$ cat config.mk
export PLATFORM = sky130hd
export DESIGN_NAME = descriptor_loop_parser
export DESIGN_NICKNAME = d
export VERILOG_FILES = /design/src/rtl/core/dlp_pkg.sv /design/src/rtl/core/descriptor_loop_parser.sv
export SDC_FILE = /design/constraint.sdc
export NUM_CORES = 1
export LEC_CHECK = 0
export BUFFER_PORTS_ARGS = -buffer_cell sky130_fd_sc_hd__buf_4
export CAP_MARGIN = 0
export CELL_PAD_IN_SITES_DETAIL_PLACEMENT = 1
export CELL_PAD_IN_SITES_GLOBAL_PLACEMENT = 1
export CORE_MARGIN = 4
export CORE_UTILIZATION = 52
export DETAILED_ROUTE_END_ITERATION = 6
export GPL_ROUTABILITY_DRIVEN = 0
export PLACE_DENSITY_LB_ADDON = 0.25
export SETUP_SLACK_MARGIN = 0.15
export SYNTH_ARGS = -nofsm -noshare
export SYNTH_HDL_FRONTEND = slang
export SYNTH_SLANG_ARGS = --single-unit
$ cat constraint.sdc
create_clock -name clock -period 6.3 [get_ports clock]
set_clock_uncertainty 0.2 [all_clocks]
set_input_delay 0.315 -clock clock [delete_from_list [all_inputs] [get_ports clock]]
set_output_delay 0.315 -clock clock [all_outputs]
set_load 0.01 [all_outputs]
$ cat src/rtl/core/dlp_pkg.sv
`timescale 1ns / 1ps
`default_nettype none

package dlp_pkg;

   localparam int TAG_W    = 8;
   localparam int LEN_W    = 8;
   localparam int START_W  = 12;
   localparam int INDEX_W  = 6;
   localparam int WORD_W   = 32;
   localparam int STATUS_W = 2;
   localparam int COUNT_W  = 7;

   localparam logic [STATUS_W-1:0] ST_OK    = 2'd0;
   localparam logic [STATUS_W-1:0] ST_TRUNC = 2'd1;
   localparam logic [STATUS_W-1:0] ST_MANY  = 2'd2;
   localparam logic [STATUS_W-1:0] ST_LONG  = 2'd3;

   localparam logic KIND_DESCRIPTOR = 1'b0;
   localparam logic KIND_SUMMARY    = 1'b1;

   typedef struct packed {
      logic                record_kind;
      logic [TAG_W-1:0]    tag;
      logic [LEN_W-1:0]    body_length;
      logic [START_W-1:0]  start_offset;
      logic [INDEX_W-1:0]  index;
      logic [WORD_W-1:0]   first_word;
      logic [STATUS_W-1:0] status;
      logic [COUNT_W-1:0]  count;
      logic                last;
   } rec_type;

endpackage

`default_nettype wire

$ cat src/rtl/core/descriptor_loop_parser.sv
`timescale 1ns / 1ps
`default_nettype none

// Descriptor loop parser.
// The req_ channel carries one byte of a transport-stream descriptor loop per
// transaction, with req_end_of_loop on the final one; req_carries_byte low with
// req_end_of_loop high closes a loop without a byte.
// The rsp_ channel returns a record for each completed descriptor (tag, length,
// start offset, index, first four body bytes) and a summary record (count,
// status) at loop end; rsp_last marks the final record caused by one request.
// Each byte is parsed in the cycle it is accepted and its records are written
// into a four-entry output queue of registers whose head drives the rsp_ outputs.
// One request is taken every cycle while the queue has room for
// two records; a stalled receiver fills the queue and then drops req_ready.
// Throughput is one byte per cycle as long as the receiver takes one record
// per cycle; the output queue's single read port bounds the record rate.
// Synchronous reset clears the parser to the start of a loop and empties the
// queue.
module descriptor_loop_parser #(
   parameter int MAX_DESCRIPTORS = 64,
   parameter int MAX_LOOP_BYTES  = 4096
) (
   input  wire logic                          clock,
   input  wire logic                          reset,
   input  wire logic                          req_valid,
   output logic                               req_ready,
   input  wire logic                          req_carries_byte,
   input  wire logic [7:0]                    req_byte_value,
   input  wire logic                          req_end_of_loop,
   output logic                               rsp_valid,
   input  wire logic                          rsp_ready,
   output logic                               rsp_record_kind,
   output logic [dlp_pkg::TAG_W-1:0]          rsp_tag,
   output logic [dlp_pkg::LEN_W-1:0]          rsp_body_length,
   output logic [dlp_pkg::START_W-1:0]        rsp_start_offset,
   output logic [dlp_pkg::INDEX_W-1:0]        rsp_index,
   output logic [dlp_pkg::WORD_W-1:0]         rsp_first_word,
   output logic [dlp_pkg::STATUS_W-1:0]       rsp_status,
   output logic [dlp_pkg::COUNT_W-1:0]        rsp_count,
   output logic                               rsp_last
);
   import dlp_pkg::*;

   localparam int OFS_W = $clog2(MAX_LOOP_BYTES + 1);
   localparam int QDEPTH = 4;
   localparam int QPTR_W = 2;
   localparam int QCNT_W = 3;

   typedef enum logic [1:0] {
      PH_TAG,
      PH_LEN,
      PH_BODY
   } phase_type;

   phase_type           phase_ff, phase_in;
   logic [TAG_W-1:0]    tag_ff, tag_in;
   logic [LEN_W-1:0]    length_ff, length_in;
   logic [7:0]          seen_ff, seen_in;
   logic [OFS_W-1:0]    offset_ff, offset_in;
   logic [START_W-1:0]  start_ff, start_in;
   logic [COUNT_W-1:0]  count_ff, count_in;
   logic [WORD_W-1:0]   word_ff, word_in;
   logic [STATUS_W-1:0] error_ff, error_in;

   rec_type             queue_ff [QDEPTH];
   logic [QPTR_W-1:0]   head_ff;
   logic [QCNT_W-1:0]   fill_ff;

   logic                accept;
   logic                pop;
   logic                desc_done;
   logic [1:0]          n_push;
   rec_type             desc_rec, sum_rec, first_rec;
   logic [STATUS_W-1:0] sum_status;
   logic [QPTR_W-1:0]   tail;
   logic [WORD_W-1:0]   word_start;
   logic [7:0]          seen_next;

   assign accept    = req_valid && req_ready;
   assign pop       = rsp_valid && rsp_ready;
   assign req_ready = (fill_ff <= QCNT_W'(QDEPTH - 2));
   assign rsp_valid = (fill_ff != '0);

   // Byte parsing: one step of the tag/length/body walk per accepted byte.
   always_comb begin
      phase_in   = phase_ff;
      tag_in     = tag_ff;
      length_in  = length_ff;
      seen_in    = seen_ff;
      offset_in  = offset_ff;
      start_in   = start_ff;
      count_in   = count_ff;
      word_in    = word_ff;
      error_in   = error_ff;
      desc_done  = 1'b0;
      word_start = word_ff;
      seen_next  = seen_ff + 8'd1;

      if (req_carries_byte && error_ff == ST_OK) begin
         if (offset_ff >= OFS_W'(MAX_LOOP_BYTES)) begin
            error_in = ST_LONG;
         end else begin
            offset_in = offset_ff + OFS_W'(1);
            unique case (phase_ff)
               PH_TAG: begin
                  if (count_ff >= COUNT_W'(MAX_DESCRIPTORS)) begin
                     error_in  = ST_MANY;
                     offset_in = offset_ff;
                  end else begin
                     tag_in   = req_byte_value;
                     start_in = START_W'(offset_ff);
                     phase_in = PH_LEN;
                  end
               end
               PH_LEN: begin
                  length_in = req_byte_value;
                  seen_in   = '0;
                  word_in   = '0;
                  if (req_byte_value == 8'd0) begin
                     desc_done = 1'b1;
                     phase_in  = PH_TAG;
                  end else begin
                     phase_in = PH_BODY;
                  end
               end
               default: begin
                  if (seen_ff < 8'd4) begin
                     unique case (seen_ff[1:0])
                        2'd0:    word_start[31:24] = req_byte_value;
                        2'd1:    word_start[23:16] = req_byte_value;
                        2'd2:    word_start[15:8]  = req_byte_value;
                        default: word_start[7:0]   = req_byte_value;
                     endcase
                  end
                  word_in = word_start;
                  seen_in = seen_next;
                  if (seen_next == length_ff) begin
                     desc_done = 1'b1;
                     phase_in  = PH_TAG;
                  end
               end
            endcase
         end
      end

      if (desc_done) begin
         count_in = count_ff + COUNT_W'(1);
      end
   end

   // Record formation from the values after this byte.
   always_comb begin
      desc_rec              = '0;
      desc_rec.record_kind  = KIND_DESCRIPTOR;
      desc_rec.tag          = tag_in;
      desc_rec.body_length  = length_in;
      desc_rec.start_offset = start_in;
      desc_rec.index        = count_ff[INDEX_W-1:0];
      desc_rec.first_word   = word_in;
      desc_rec.last         = !req_end_of_loop;

      sum_status = error_in;
      if (error_in == ST_OK && phase_in != PH_TAG) begin
         sum_status = ST_TRUNC;
      end
      sum_rec             = '0;
      sum_rec.record_kind = KIND_SUMMARY;
      sum_rec.status      = sum_status;
      sum_rec.count       = count_in;
      sum_rec.last        = 1'b1;

      first_rec = desc_done ? desc_rec : sum_rec;
      n_push    = 2'(desc_done) + 2'(req_end_of_loop);
      tail      = head_ff + fill_ff[QPTR_W-1:0];
   end

   always_ff @(posedge clock) begin
      if (reset) begin
         phase_ff  <= PH_TAG;
         tag_ff    <= '0;
         length_ff <= '0;
         seen_ff   <= '0;
         offset_ff <= '0;
         start_ff  <= '0;
         count_ff  <= '0;
         word_ff   <= '0;
         error_ff  <= ST_OK;
         head_ff   <= '0;
         fill_ff   <= '0;
      end else begin
         if (accept) begin
            if (req_end_of_loop) begin
               // The loop is closed: start the next one from a clean state.
               phase_ff  <= PH_TAG;
               tag_ff    <= '0;
               length_ff <= '0;
               seen_ff   <= '0;
               offset_ff <= '0;
               start_ff  <= '0;
               count_ff  <= '0;
               word_ff   <= '0;
               error_ff  <= ST_OK;
            end else begin
               phase_ff  <= phase_in;
               tag_ff    <= tag_in;
               length_ff <= length_in;
               seen_ff   <= seen_in;
               offset_ff <= offset_in;
               start_ff  <= start_in;
               count_ff  <= count_in;
               word_ff   <= word_in;
               error_ff  <= error_in;
            end
         end
         if (pop) begin
            head_ff <= head_ff + QPTR_W'(1);
         end
         fill_ff <= fill_ff + (accept ? QCNT_W'(n_push) : '0) - QCNT_W'(pop);
      end
   end

   always_ff @(posedge clock) begin
      if (accept && n_push != 2'd0) begin
         queue_ff[tail] <= first_rec;
      end
      if (accept && n_push == 2'd2) begin
         queue_ff[tail + QPTR_W'(1)] <= sum_rec;
      end
   end

   assign rsp_record_kind  = queue_ff[head_ff].record_kind;
   assign rsp_tag          = queue_ff[head_ff].tag;
   assign rsp_body_length  = queue_ff[head_ff].body_length;
   assign rsp_start_offset = queue_ff[head_ff].start_offset;
   assign rsp_index        = queue_ff[head_ff].index;
   assign rsp_first_word   = queue_ff[head_ff].first_word;
   assign rsp_status       = queue_ff[head_ff].status;
   assign rsp_count        = queue_ff[head_ff].count;
   assign rsp_last         = queue_ff[head_ff].last;

endmodule

`default_nettype wire
-- Word-level counts from Yosys, hierarchy flattened
Memory sizes are Yosys's and may differ from the RTL's. A register that Yosys moved wholly into a read port is not among the register bits.
Cells that the tools add are included.
- output and inout port bits: 79
- bits in writable memories: 308
- register bits after elaboration: 97
- memories kept: 1
- memories (name ; words ; bits a word ; rd ports ; clocked after Yosys merged registers in ; wr ports ; line ; RTL):
    queue_ff ; 4 ; 77 ; 1 ; 1 ; 2 ; descriptor_loop_parser.sv:65 ; rec_type queue_ff [QDEPTH];
- muxes and demuxes: 60
- add/subtract/negate cells: 9
- reduce and logical (&&, ||, !) cells: 19
- order comparisons: 4
- equal/unequal tests: 8
- operators with widths (kind ; number):
    32-bit two-way mux ; 4
    8-bit two-way mux ; 16
    77-bit two-way mux ; 1
    13-bit two-way mux ; 5
    32-bit case mux with 2 select lines ; 1
    12-bit two-way mux ; 5
    2-bit two-way mux ; 15
    8-bit case mux with 2 select lines ; 1
    7-bit two-way mux ; 2
    13-bit by 1-bit adder with 13-bit output, second input constant ; 1
    13-bit >= comparator, second input constant ; 1
    8-bit by 1-bit adder with 8-bit output, second input constant ; 1
    8-bit == test ; 1
    2-bit zero test ; 4
    8-bit zero test ; 1
    8-bit by 3-bit < comparator with 1-bit output, second input constant ; 1
    1-bit two-way mux ; 8
    4-bit AND reduction ; 2
    7-bit by 1-bit adder with 7-bit output, second input constant ; 1
    7-bit >= comparator, second input constant ; 1
    1-bit logical AND ; 6
    2-bit nonzero test ; 3
    2-bit by 1-bit adder with 2-bit output, second input constant ; 2
    2-bit by 1-bit == test with 1-bit output, second input constant ; 2
    other kinds (13) ; 15

-- Longest topological paths before layout
Gate-level depths: netlist of the first run.
- word-level depth: 11
- depth in mapped cells: 18
- depth with buffers taken out: 17

-- Worst setup path before layout of the first run
OpenSTA, ideal clock, no wires.
- path kind: flip-flop to flip-flop
- start: register seen_ff[0]
- end: memory queue_ff[1][5] (netlist bit), data pin
- cell stages (with the launch flop): 16
- setup slack: 2.111 ns
- clock period less this slack: 4.189 ns
- data arrival time: 3.835 ns
- required time: 5.946 ns
- library setup time: 0.154 ns
- cells stage by stage: dfxtp_1 ha_1 buf_6 nand3_1 or3_4 a2111oi_4 nand4_4 nand2_4 inv_4 ha_1 clkbuf_8 nor4b_2 nor2_1 inv_1 a32oi_1 o22ai_1
- RTL lines (what ; line ; RTL):
    from (decl) ; descriptor_loop_parser.sv:58 ; logic [7:0] seen_ff, seen_in;
    from (signal assigned) ; descriptor_loop_parser.sv:207 ; seen_ff <= seen_in;
    to (decl) ; descriptor_loop_parser.sv:65 ;

==> results.tsv, run 1 <==
stage	metric	value	unit
outcome	status	completed	
sta	setup_violations	0	
grt	grt_max_degree	93	
sta	finalCritPeriodShare	85.23	%
clock_network	htreeDepth	2	
sta	finalHoldViolations	0	
clock_network	clk_root_buffer_cell	clkbuf_16	
synth	synth_cells	1634	
sta	maxSlewViolCount	0	
place	pre_cts_slack	1.056	ns
worst_setup_path	cp_max_fo	35	
grt	grt_util_all_layers	28.87	%
worst_setup_path	critPathRequiredTime	6.47	ns
sta	holdWs	0.03790	ns
layout	layout_commonest_cell	dfxtp_1	
floorplanning	die_x	190.6	µm
place	hpwl	32000	µm
layout	mostFrequentLayoutCells	369 x dfxtp_1, 187 x nand2_1, 143 x a22o_1	
synth	avgSynthCellArea	10.62	µm²
worst_setup_path	path_class	reg2reg	
route	drc_errors	0	
worst_setup_path	cp-end-kind	flop	
synth	async_reset_ff_share	0	%
sta	fmax	186.2	MHz
sta	fin_crit	5.370	ns
sta	rsz0062_at_grt	no	
grt	grt_first_pass_wirelength	84030	µm
min_path	min_from	rsp_ready	
sta	worst_pin_slew	1.286	ns
route	wl_per_cell	24.70	µm
clock_network	clk_path_buf_depth	3	
route	wl	53050	µm
clock_network	tritoncts	yes	
synth	yosysWarningCount	0	
clock_network	cts_resized	0	
pwr	vdd_drop_max	0.2053	mV
clock_network	cts_hold_buf	7	
floorplanning	rows	66	
grt	grt_pass1_vias	14590	
clock_network	clock_sinks	407	
floorplanning	core-area	0.03270	mm²
place	portBuffers	92	
clock_network	cts_buffers	44	
synth	ys_types	73	
pwr	p_leak	6.988	nW
synth	synth_nets	1664	
sta	maxSlewHeadroom	13.50	%
layout	area_growth	13.12	%
route	dr.pass1.iters	5	
worst_setup_path	critPathLaunchType	flop	
synth	ys_ff_latch	407	
worst_setup_path	r2r-end	queue_ff[0][7]	
run	cap_violations	0	
worst_setup_path	reg2regPathDepth	14	
min_path	hold_path_class	in2reg	
synth	synth_area	0.01735	mm²
synth	synth-seq-area-share	49.05	%
grt	grt_remaining_overflow	0	
clock_network	clk_pin_slew_worst_paths	0.06	ns
clock_network	postCtsSetupBuffers	0	
floorplanning	initial_core_util	53.04	%
grt	antenna_found_initial	0	
floorplanning	die-area	0.03634	mm²
floorplanning	ios	93	
route	viasPerCell	6.508	
route	drtAntennaViolNets	0	
pwr	power_density	325.0	mW/mm²
worst_setup_path	reg2reg_slack	0.93	ns
worst_setup_path	r2r-start	seen_ff[0]	
sta	layout_setup_ws	0.9305	ns
layout	layout-drive-gt1-share	18.58	%
route	num_vias	13980	
layout	final_nets	1701	
floorplanning	fp.dieH	190.6	µm
layout	antenna_cells	0	
synth	synth_enable_flop_cells	36	
sta	setup_tns	0	ns
synth	synth_ff_type	dfxtp_1	
clock_network	insertion_delay	0.54	ns
worst_setup_path	cp_data_arrival_time	5.54	ns
min_path	min_path_cells	4	
route	drtIter0Drc	1065	
## cells in the mapped netlist (4+ instances only)
master    number  share of area [%]
a22oi_1       55                2.4
inv_1         20               0.43
ha_1          15                1.1
clkbuf_1      77                1.7
buf_2         13               0.38
a31oi_2        4               0.29
a21oi_4        4               0.38
a31oi_1       11               0.40
nand2b_1       7               0.25
nor2_1       120                2.6
dfxtp_1      371                 43
a21oi_1       23               0.66
buf_1          5               0.11
a32oi_1       25                1.3
nor4_1         5               0.18
or3_1          5               0.18
clkbuf_8       5               0.40
nand2_1      187                4.0
o21ai_1      127                3.7
o21ai_2        4               0.20
a41oi_1        7               0.35
o32ai_1        5               0.25
o22ai_1       17               0.61
mux2i_1       29                1.7
o21ai_0       44                1.3
nand3_1       29               0.84
mux4_2        77                 10
o211ai_1      11               0.48
xnor2_1       10               0.50
xor2_1        13               0.66
a22o_1       143                7.2
and2_1         5               0.18
and3_1        17               0.61
edfxtp_1      36                6.2
nor3_1        18               0.52
buf_6         27                1.8
o31ai_1        5               0.22
## registers in the layout, indices dropped and copies added, names as in the netlist, 7 cells and up, named ones only
signal	flops
offset_ff	13
seen_ff	8
length_ff	8
word_ff	32
tag_ff	8
start_ff	12
queue_ff	308
count_ff	7
## metal layers
| layer | track usage (%) | vias to the layer above | routed length, µm |
|---|---|---|---|
| li1 | - | 6182 | - |
| met1 | 38.51 | 7137 | 22720 |
| met2 | 48.71 | 544 | 25740 |
| met3 | 4.504 | 117 | 3206 |
| met4 | 9.006 | 0 | 1383 |
| met5 | 0 | - | 0 |
## worst max path at each step
stage / startpoint / endpoint / slack [ns] / cells after the start
4_1_cts: seen_ff[0] / queue_ff[0][6] / 0.99 / 14
2_1_floorplan: seen_ff[0] / queue_ff[1][5] / 2.11 / 15
3_5_place_dp: seen_ff[0] / queue_ff[0][5] / 1.06 / 14
3_3_place_gp: seen_ff[0] / queue_ff[0][7] / 1.26 / 14
6_report: seen_ff[0] / queue_ff[0][7] / 0.93 / 14
5_1_grt: seen_ff[0] / queue_ff[0][4] / 0.66 / 14
## area by class of cell
type,count,area (µm²)
Sequential cell,407,8516
Timing Repair Buffer,123,940.9
Fill cell,3492,13080
Clock buffer,58,1328
Inverter,24,92.59
Tap cell,442,553.0
Multi-Input combinational cell,1071,7996
Clock inverter,23,195.2
## where the power goes
part / total [W] / switching (W) / internal [W]
Combinational: 0.000927 / 0.000597 / 0.000330
Clock: 0.00266 / 0.00108 / 0.00157
Sequential: 0.00279 / 0.000109 / 0.00269
Total: 0.00638 / 0.00179 / 0.00459
## critical path, stage by stage (launching register included)
cell and delay [ns]:
dfxtp_1 0.48, ha_1 0.37, nand3_1 0.18, or3_4 0.44
a2111oi_4 0.50, nand4_4 0.13, buf_4 0.32, nand2_4 0.20
inv_4 0.09, ha_1 0.35, nor4_2 0.83, nor2_4 0.35
inv_2 0.40, a32oi_1 0.17, o22ai_1 0.16
## through the flow
stage	instances	area, µm²	utilization [%]	power [W]
final	2148	19620	60.00	0.006378
after global routing	2148	19620	60.00	0.006603
after CTS	2148	19620	60.00	0.006411
after detailed placement	2060	18030	55.13	0.003765
after global placement	2060	18030	55.13	0.003730
after floorplan	1634	17350	-	0.003450
## cells by family after synthesis
| group | Yosys count | synth area share [%] |
|---|---|---|
| compound gates | 500 | 20.57 |
| simple gates | 424 | 11.14 |
| fa+ha+maj | 16 | 1.197 |
| flops | 407 | 49.05 |
| buf+inv | 156 | 5.021 |
| xor+xnor | 25 | 1.349 |
| mux | 106 | 11.67 |
Note: power is estimated with default switching activity, not from simulation.
==> inputs of run 2 (changes only) <==
--- a/config.mk
+++ b/config.mk
@@ -14,6 +14,8 @@
 export DETAILED_ROUTE_END_ITERATION = 6
 export GPL_ROUTABILITY_DRIVEN = 0
 export PLACE_DENSITY_LB_ADDON = 0.25
+export RECOVER_POWER = 100
+export REMOVE_ABC_BUFFERS = 1
 export SETUP_SLACK_MARGIN = 0.15
 export SYNTH_ARGS = -nofsm -noshare
 export SYNTH_HDL_FRONTEND = slang
==> run 2 against run 1 <==
  * The flow now finishes with violations (capacitance limit, slew limit)
  * Cell area fell by 2.5%
  * Total power decreased by 2.4%
  * Global-route usage about the same
  * First-iteration DRC count is 21% higher
  * Register-to-register slack worse by 0.11 ns
  * Sequential power barely moved
  * Via count barely moved
  * Clock power down 5%
  * Sequential share of layout area increased by 1.1 points
  * Combinational power fell by 4.3%
  * Setup slack worse by 0.11 ns
  * Die area did not move
  * Critical path type unchanged
  * Largest cell class unchanged
  * Highest routed layer unchanged
==> results.tsv, run 2 (synthesis results as in run 1) <==
stage	metric	value	unit	change
layout	area_growth	10.26	%	
place	hpwl	32350	µm	+1.1%
layout	final_core_util	58.49	%	-1.5 points
floorplanning	die_x	190.6	µm	unchanged
floorplanning	initial_core_util	53.04	%	unchanged
clock_network	insertion_delay	0.54	ns	about the same
sta	setup_violations	0		unchanged
clock_network	postCtsSetupBuffers	0		unchanged
clock_network	cts_resized	0		unchanged
clock_network	clk_pin_slew_worst_paths	0.07	ns	about the same
pwr	seqPwrFrac	45.0	%	+1.2 points
place	placed_area	0.01802	mm²	about the same
pwr	power.share.clock	40.7	%	-1.0 points
run	cap_violations	4		+4
sta	finalCritPeriodShare	86.90	%	+1.7 points
worst_setup_path	cp_max_fo	36		+2.9%
layout	layout-drive-gt1-share	12.37	%	-6.2 points
layout	mostFrequentLayoutCells	370 x dfxtp_1, 188 x nand2_1, 163 x o21ai_0		
floorplanning	die-area	0.03634	mm²	unchanged
sta	rsz0062_at_grt	no		
worst_setup_path	cp_data_arrival_time	5.54	ns	about the same
clock_network	htreeDepth	2		unchanged
route	dr.pass1.iters	6		+1
sta	worst_pin_slew	3.125	ns	+1.840 ns
worst_setup_path	cp-end-kind	flop		
pwr	power_density	325.4	mW/mm²	+0.13%
worst_setup_path	critPathLaunchType	flop		
layout	reg_top3	queue_ff: 308 flops, word_ff: 32 flops, offset_ff: 13 flops		
pwr	p_leak	6.636	nW	-5.0%
route	drtAntennaViolNets	0		unchanged
route	viasPerCell	6.541		+0.50%
layout	largest_reg_flops	308		unchanged
grt	antenna_found_initial	0		unchanged
grt	grt_util_all_layers	28.91	%	+0.045 points
route	drc_errors	0		unchanged
layout	stdcell_area	0.01913	mm²	-2.5%
route	num_vias	13990		+0.079%
sta	fmax	182.7	MHz	-1.9%
sta	finalHoldViolations	0		unchanged
outcome	violations	capacitance limit, slew limit		
clock_network	cts_buffers	42		-4.5%
route	wl	52900	µm	-0.28%
clock_network	clk_root_buffer_cell	clkbuf_16		
floorplanning	fp.dieH	190.6	µm	unchanged
sta	maxSlewViolCount	135		+135
min_path	hold_path_class	in2reg		
layout	regMostFlops	queue_ff		
pwr	p_switching	0.001732	W	-3.2%
place	portBuffers	92		unchanged
route	wl_per_cell	24.73	µm	+0.14%
layout	final_nets	1697		-0.24%
worst_setup_path	path_class	reg2reg		
worst_setup_path	critPathRequiredTime	6.36	ns	-0.11 ns
floorplanning	ios	93		unchanged
floorplanning	core-area	0.03270	mm²	unchanged
outcome	status	finished with violations		
sta	fin_crit	5.475	ns	+0.1052 ns
grt	grt_first_pass_wirelength	84340	µm	+0.37%
clock_network	tritoncts	yes		
floorplanning	rows	66		unchanged
pwr	vdd_drop_max	0.3902	mV	+90%
pwr	switching_share	27.83	%	-0.24 points
sta	maxSlewHeadroom	-108.7	%	-120 points
layout	layout_commonest_cell	dfxtp_1		
grt	grt_pass1_vias	14720		+0.88%
grt	grt_max_degree	92		-1.1%
pwr	combPwrFrac	14.3	%	-0.2 points
grt	grt_remaining_overflow	0		unchanged
clock_network	clock_sinks	407		unchanged
layout	antenna_cells	0		unchanged
clock_network	cts_hold_buf	6		-1
pwr	p_int	0.004492	W	-2.1%
clock_network	clk_path_buf_depth	3		unchanged
route	drtIter0Drc	1293		+21%
-- run 2: changes by cell type in the layout (fill, tap and decap cells not counted), sizes merged --
cell,previous run,this run
clkbuf,58,145
buf,116,33
clkinv,14,7
clkinvlp,5,0
bufinv,2,3
dlygate4sd3,7,6
inv,26,25
-- run 2: worst paths after layout --
path	from	endpoint	slack, ns	cells after the start
hold reg to reg	queue_ff[3][69]	queue_ff[3][69]	0.25	2
hold / removal	req_byte_value[0]	tag_ff[0]	0.03	3
setup reg to reg	seen_ff[0]	queue_ff[3][4]	0.83	14
setup / recovery	seen_ff[0]	queue_ff[3][4]	0.83	14
-- run 2: critical path, stage by stage, from the launching register on --
cell	delay [ns]
dfxtp_1	0.47
ha_1	0.38
nand3_1	0.18
o21ai_0	0.35
a2111oi_4	0.17
nand4_4	0.12
buf_4	0.45
nand2_1	0.35
inv_4	0.24
ha_1	0.43
nor4b_2	0.18
nor2_4	0.89
inv_2	0.35
a32oi_1	0.32
o22ai_1	0.10
-- run 2: per-layer routing --
metal | vias to the layer above | track usage, % | share of wire [%]
met1 | 7177 | 39.29 | 42
li1 | 6167 | - | -
met2 | 543 | 48.54 | 49
met5 | - | 0 | 0
met4 | 0 | 8.343 | 2.5
met3 | 104 | 4.211 | 6.3
-- run 2: final cells by class --
cell class                 count  area (µm²)
inverter                      24       92.59
fill                        3554       13580
clock buffer                  63        1262
timing repair buffer         121       618.1
multi-input combinational   1071        7950
sequential                   407        8512
tap                          442       553.0
clock inverter                11       137.6
-- run 2: power by group through the flow --
stage | combinational, W | sequential (W) | clock, W
2_1_floorplan | 0.000538 | 0.00286 | 0
3_3_place_gp | 0.000886 | 0.00285 | 0
3_5_place_dp | 0.000908 | 0.00286 | 0
4_1_cts | 0.000917 | 0.00280 | 0.00256
5_1_grt | 0.000953 | 0.00281 | 0.00269
6_report | 0.000887 | 0.00280 | 0.00254
-- run 2: per-stage QoR --
| step | worst slack, ns | hold WS (ns) | total power (W) | setup TNS, ns | std cells |
|---|---|---|---|---|---|
| 6_report | 0.8252 | 0.03333 | 0.006224 | 0 | 2139 |
| 2_1_floorplan | -0.01341 | 0.1817 | 0.003393 | -0.01341 | 1502 |
| 4_1_cts | 1.119 | 0.01768 | 0.006283 | 0 | 2139 |
| 5_1_grt | 0.4589 | 0.04193 | 0.006453 | 0 | 2139 |
| 3_5_place_dp | 1.170 | 0.2420 | 0.003769 | 0 | 2059 |
| 3_3_place_gp | 1.354 | 0.2301 | 0.003741 | 0 | 2059 |
==> inputs of run 3 (changes only) <==
--- a/config.mk
+++ b/config.mk
@@ -5,12 +5,13 @@
 export SDC_FILE = /design/constraint.sdc
 export NUM_CORES = 1
 export LEC_CHECK = 0
-export BUFFER_PORTS_ARGS = -buffer_cell sky130_fd_sc_hd__buf_4
+export ABC_AREA = 1
+export BUFFER_PORTS_ARGS = -buffer_cell sky130_fd_sc_hd__buf_2
 export CAP_MARGIN = 0
 export CELL_PAD_IN_SITES_DETAIL_PLACEMENT = 1
 export CELL_PAD_IN_SITES_GLOBAL_PLACEMENT = 1
 export CORE_MARGIN = 4
-export CORE_UTILIZATION = 52
+export CORE_UTILIZATION = 49
 export DETAILED_ROUTE_END_ITERATION = 6
 export GPL_ROUTABILITY_DRIVEN = 0
 export PLACE_DENSITY_LB_ADDON = 0.25
@@ -20,3 +21,4 @@
 export SYNTH_ARGS = -nofsm -noshare
 export SYNTH_HDL_FRONTEND = slang
 export SYNTH_SLANG_ARGS = --single-unit
+export TNS_END_PERCENT = 20
==> run 3 against run 2 <==
  * Die area rose by 6.8%
  * Synthesized area rose by 0.91%
  * Critical endpoint is now queue_ff[0][53]
  * Non-clock buffer count fell by 8
  * Wire length rose by 12%
  * Clock-buffer cell count fell by 2
  * Final cell count rose by 32%
  * Total power rose by 8.4%
  * The run still ends with capacitance limit, slew limit left
  * Cell area rose by 0.73%
  * Clock power fell by 2%
  * Core utilization fell by 3.3 points
==> results.tsv, run 3 <==
stage	metric	value	unit	change
outcome	status	finished with violations		
outcome	violations	capacitance limit, slew limit		
route	route.met2.wl	28140	µm	+9.2%
synth	ys_types	43		-41%
floorplanning	core-area	0.03488	mm²	+6.7%
layout	regMostFlops	queue_ff		
place	portBuffers	92		unchanged
place	hpwl	35720	µm	+10%
floorplanning	initial_core_util	50.18	%	-2.9 points
layout	final_nets	2379		+40%
layout	regArea	0.008509	mm²	about the same
route	drc_errors	0		unchanged
clock_network	clk_path_buf_depth	3		unchanged
sta	worst_pin_slew	3.671	ns	+0.5453 ns
clock_network	cts_hold_buf	1		-5
place	dpl.cell_count	2757		+34%
route	drtAntennaViolNets	0		unchanged
layout	multi_input_area	0.007868	mm²	-1.0%
sta	maxSlewHeadroom	-144.7	%	-36 points
worst_setup_path	cp_data_arrival_time	5.68	ns	+0.14 ns
route	dr.pass1.iters	5		-1
sta	fmax	181.9	MHz	-0.42%
route	wirelength_met1	25980	µm	+16%
synth	avgSynthCellArea	7.490	µm²	-29%
pwr	p_leak	6.861	nW	+3.4%
min_path	hold_path_class	in2reg		
route	viasPerCell	5.937		-9.2%
layout	area_growth	10.07	%	
synth	synth_area	0.01750	mm²	+0.91%
sta	setup_violations	0		unchanged
layout	reg_top3	queue_ff: 308 flops, word_ff: 32 flops, offset_ff: 13 flops		
clock_network	cts_buffers	44		+4.8%
synth	yosysTopAreaCell	dfxtp_1		
clock_network	htreeDepth	2		unchanged
sta	finalCritPeriodShare	87.27	%	+0.37 points
clock_network	postCtsSetupBuffers	0		unchanged
clock_network	clk_root_buffer_cell	clkbuf_16		
synth	synth-seq-area-share	48.61	%	-0.44 points
clock_network	clock_sinks	407		unchanged
layout	layout_commonest_cell	nand2_1		
grt	antenna_found_initial	1		+1
pwr	vdd_drop_max	0.2278	mV	-42%
grt	grt_first_pass_wirelength	93720	µm	+11%
worst_setup_path	cp-end-kind	flop		
grt	grt_remaining_overflow	0		unchanged
grt	grt_pass1_vias	17450		+19%
synth	synth_top_cell_area_share	42.43	%	-0.39 points
worst_setup_path	critPathLaunchType	flop		
floorplanning	ios	93		unchanged
synth	synth_area_leaders	dfxtp_1 42%, nand2_1 12%, o21ai_0 9.3%		
route	dr.max_layer_used	met4		
layout	final_core_util	55.23	%	-3.3 points
synth	async_reset_ff_share	0	%	unchanged
floorplanning	die-area	0.03881	mm²	+6.8%
sta	fin_crit	5.498	ns	+0.02333 ns
synth	synth_enable_flop_cells	36		unchanged
synth	synth_common_cells	573 x nand2_1, 371 x dfxtp_1, 326 x o21ai_0		
route	wl	59000	µm	+12%
layout	layout.cells.non_filler	2834		+32%
synth	synth_cells	2337		+43%
floorplanning	fp.dieH	197	µm	+3.3%
worst_setup_path	critPathRequiredTime	6.48	ns	+0.12 ns
synth	yosysWarningCount	0		unchanged
clock_network	clk_pin_slew_worst_paths	0.06	ns	about the same
route	wl_per_cell	20.82	µm	-16%
route	route.met3.wl	3402	µm	+2.1%
route	drtIter0Drc	1185		-8.4%
layout	largest_reg_flops	308		unchanged
sta	finalHoldViolations	0		unchanged
place	placed_area	0.01803	mm²	about the same
synth	synth_ff_type	dfxtp_1		
clock_network	insertion_delay	0.55	ns	about the same
synth	ys_ff_latch	407		unchanged
layout	fill_cells	4483		+26%
grt	grt_max_degree	92		unchanged
worst_setup_path	cp_max_fo	38		+5.6%
grt	grt_util_all_layers	29.55	%	+0.64 points
layout	layout-drive-gt1-share	7.191	%	-5.2 points
worst_setup_path	path_class	reg2reg		
run	cap_violations	4		unchanged
floorplanning	rows	68		+3.0%
sta	maxSlewViolCount	293		+120%
sta	rsz0062_at_grt	no		
synth	post-synth-top-count-cell	nand2_1		
route	num_vias	16830		+20%
clock_network	tritoncts	yes		
pwr	power_density	350.1	mW/mm²	+7.6%
clock_network	cts_resized	0		unchanged
floorplanning	die_x	197	µm	+3.3%
layout	stdcell_area	0.01927	mm²	+0.73%
sta	setup_tns	0	ns	unchanged
layout	mostFrequentLayoutCells	575 x nand2_1, 453 x o21ai_0, 370 x dfxtp_1		
==> run 3: cell count changes in the layout (fill, tap and decap cells not counted), sizes merged, moves of 100 or more <==
| cell | before | now |
|---|---|---|
| a22o | 145 | 0 |
| a21oi | 27 | 127 |
| o21ai | 175 | 468 |
| nor2 | 121 | 253 |
| nand2 | 188 | 610 |
==> run 3: worst paths after layout <==
check	startpoint	to	slack, ns	depth (start not counted)
max	seen_ff[0]	queue_ff[0][53]	0.80	19
min	req_byte_value[4]	word_ff[4]	0.08	5
max reg2reg	seen_ff[0]	queue_ff[0][53]	0.80	19
min reg2reg	queue_ff[2][29]	queue_ff[2][29]	0.25	2
==> run 3: kinds of logic after synthesis <==
family,after synthesis,synth area share [%]
XOR/XNOR,10,0.5004
multiplexers,1,0.06433
AO/OA/AOI/OAI,720,21.78
AND/OR/NAND/NOR,925,21.52
buffers and inverters,258,6.334
flip-flops,407,48.61
adder cells (fa/ha/maj),16,1.187
==> run 3: layout make-up <==
type	count	area share, %
diodes	1	0.01299
clock buffers	61	6.572
clock inverters	14	0.5260
inverters	111	2.189
multi-input cells	1672	40.84
flip-flops and latches	407	44.17
well taps	455	2.955
repair buffers	113	2.741
==> run 3: critical path, cell delays in order (launching register included) <==
cell	delay [ns]
dfxtp_1	0.46
inv_2	0.11
ha_1	0.34
xor2_1	0.15
nor2_1	0.09
nand3_1	0.08
nor2_1	0.21
nand4_1	0.33
nand2_4	0.46
ha_1	0.30
inv_1	0.06
nor2_1	0.13
inv_2	0.10
nor2_1	0.56
inv_2	0.10
nand2_1	0.53
inv_2	0.51
buf_12	0.35
nand2_1	0.11
o21ai_0	0.10
==> run 3: through the flow <==
stage | hold slack (ns) | power, W | setup slack (ns)
2_1_floorplan | 0.1817 | 0.003681 | 0.2806
3_3_place_gp | 0.2324 | 0.004291 | 1.530
3_5_place_dp | 0.2407 | 0.004337 | 1.327
4_1_cts | 0.06540 | 0.006801 | 1.306
5_1_grt | 0.09436 | 0.007019 | 0.4684
6_report | 0.08147 | 0.006746 | 0.8019
==> run 3: report_power, final <==
part | switching, W | total [W] | internal [W]
clock network | 0.00104 | 0.00248 | 0.00144
logic | 0.00111 | 0.00149 | 0.000378
registers | 0.0000873 | 0.00277 | 0.00269
total | 0.00224 | 0.00675 | 0.00450
==> run 3: routing by layer <==
layer,vias to the layer above,GRT usage [%]
met5,-,0
met4,0,8.680
met3,117,4.325
met2,487,50.11
met1,8390,39.46
li1,7831,-
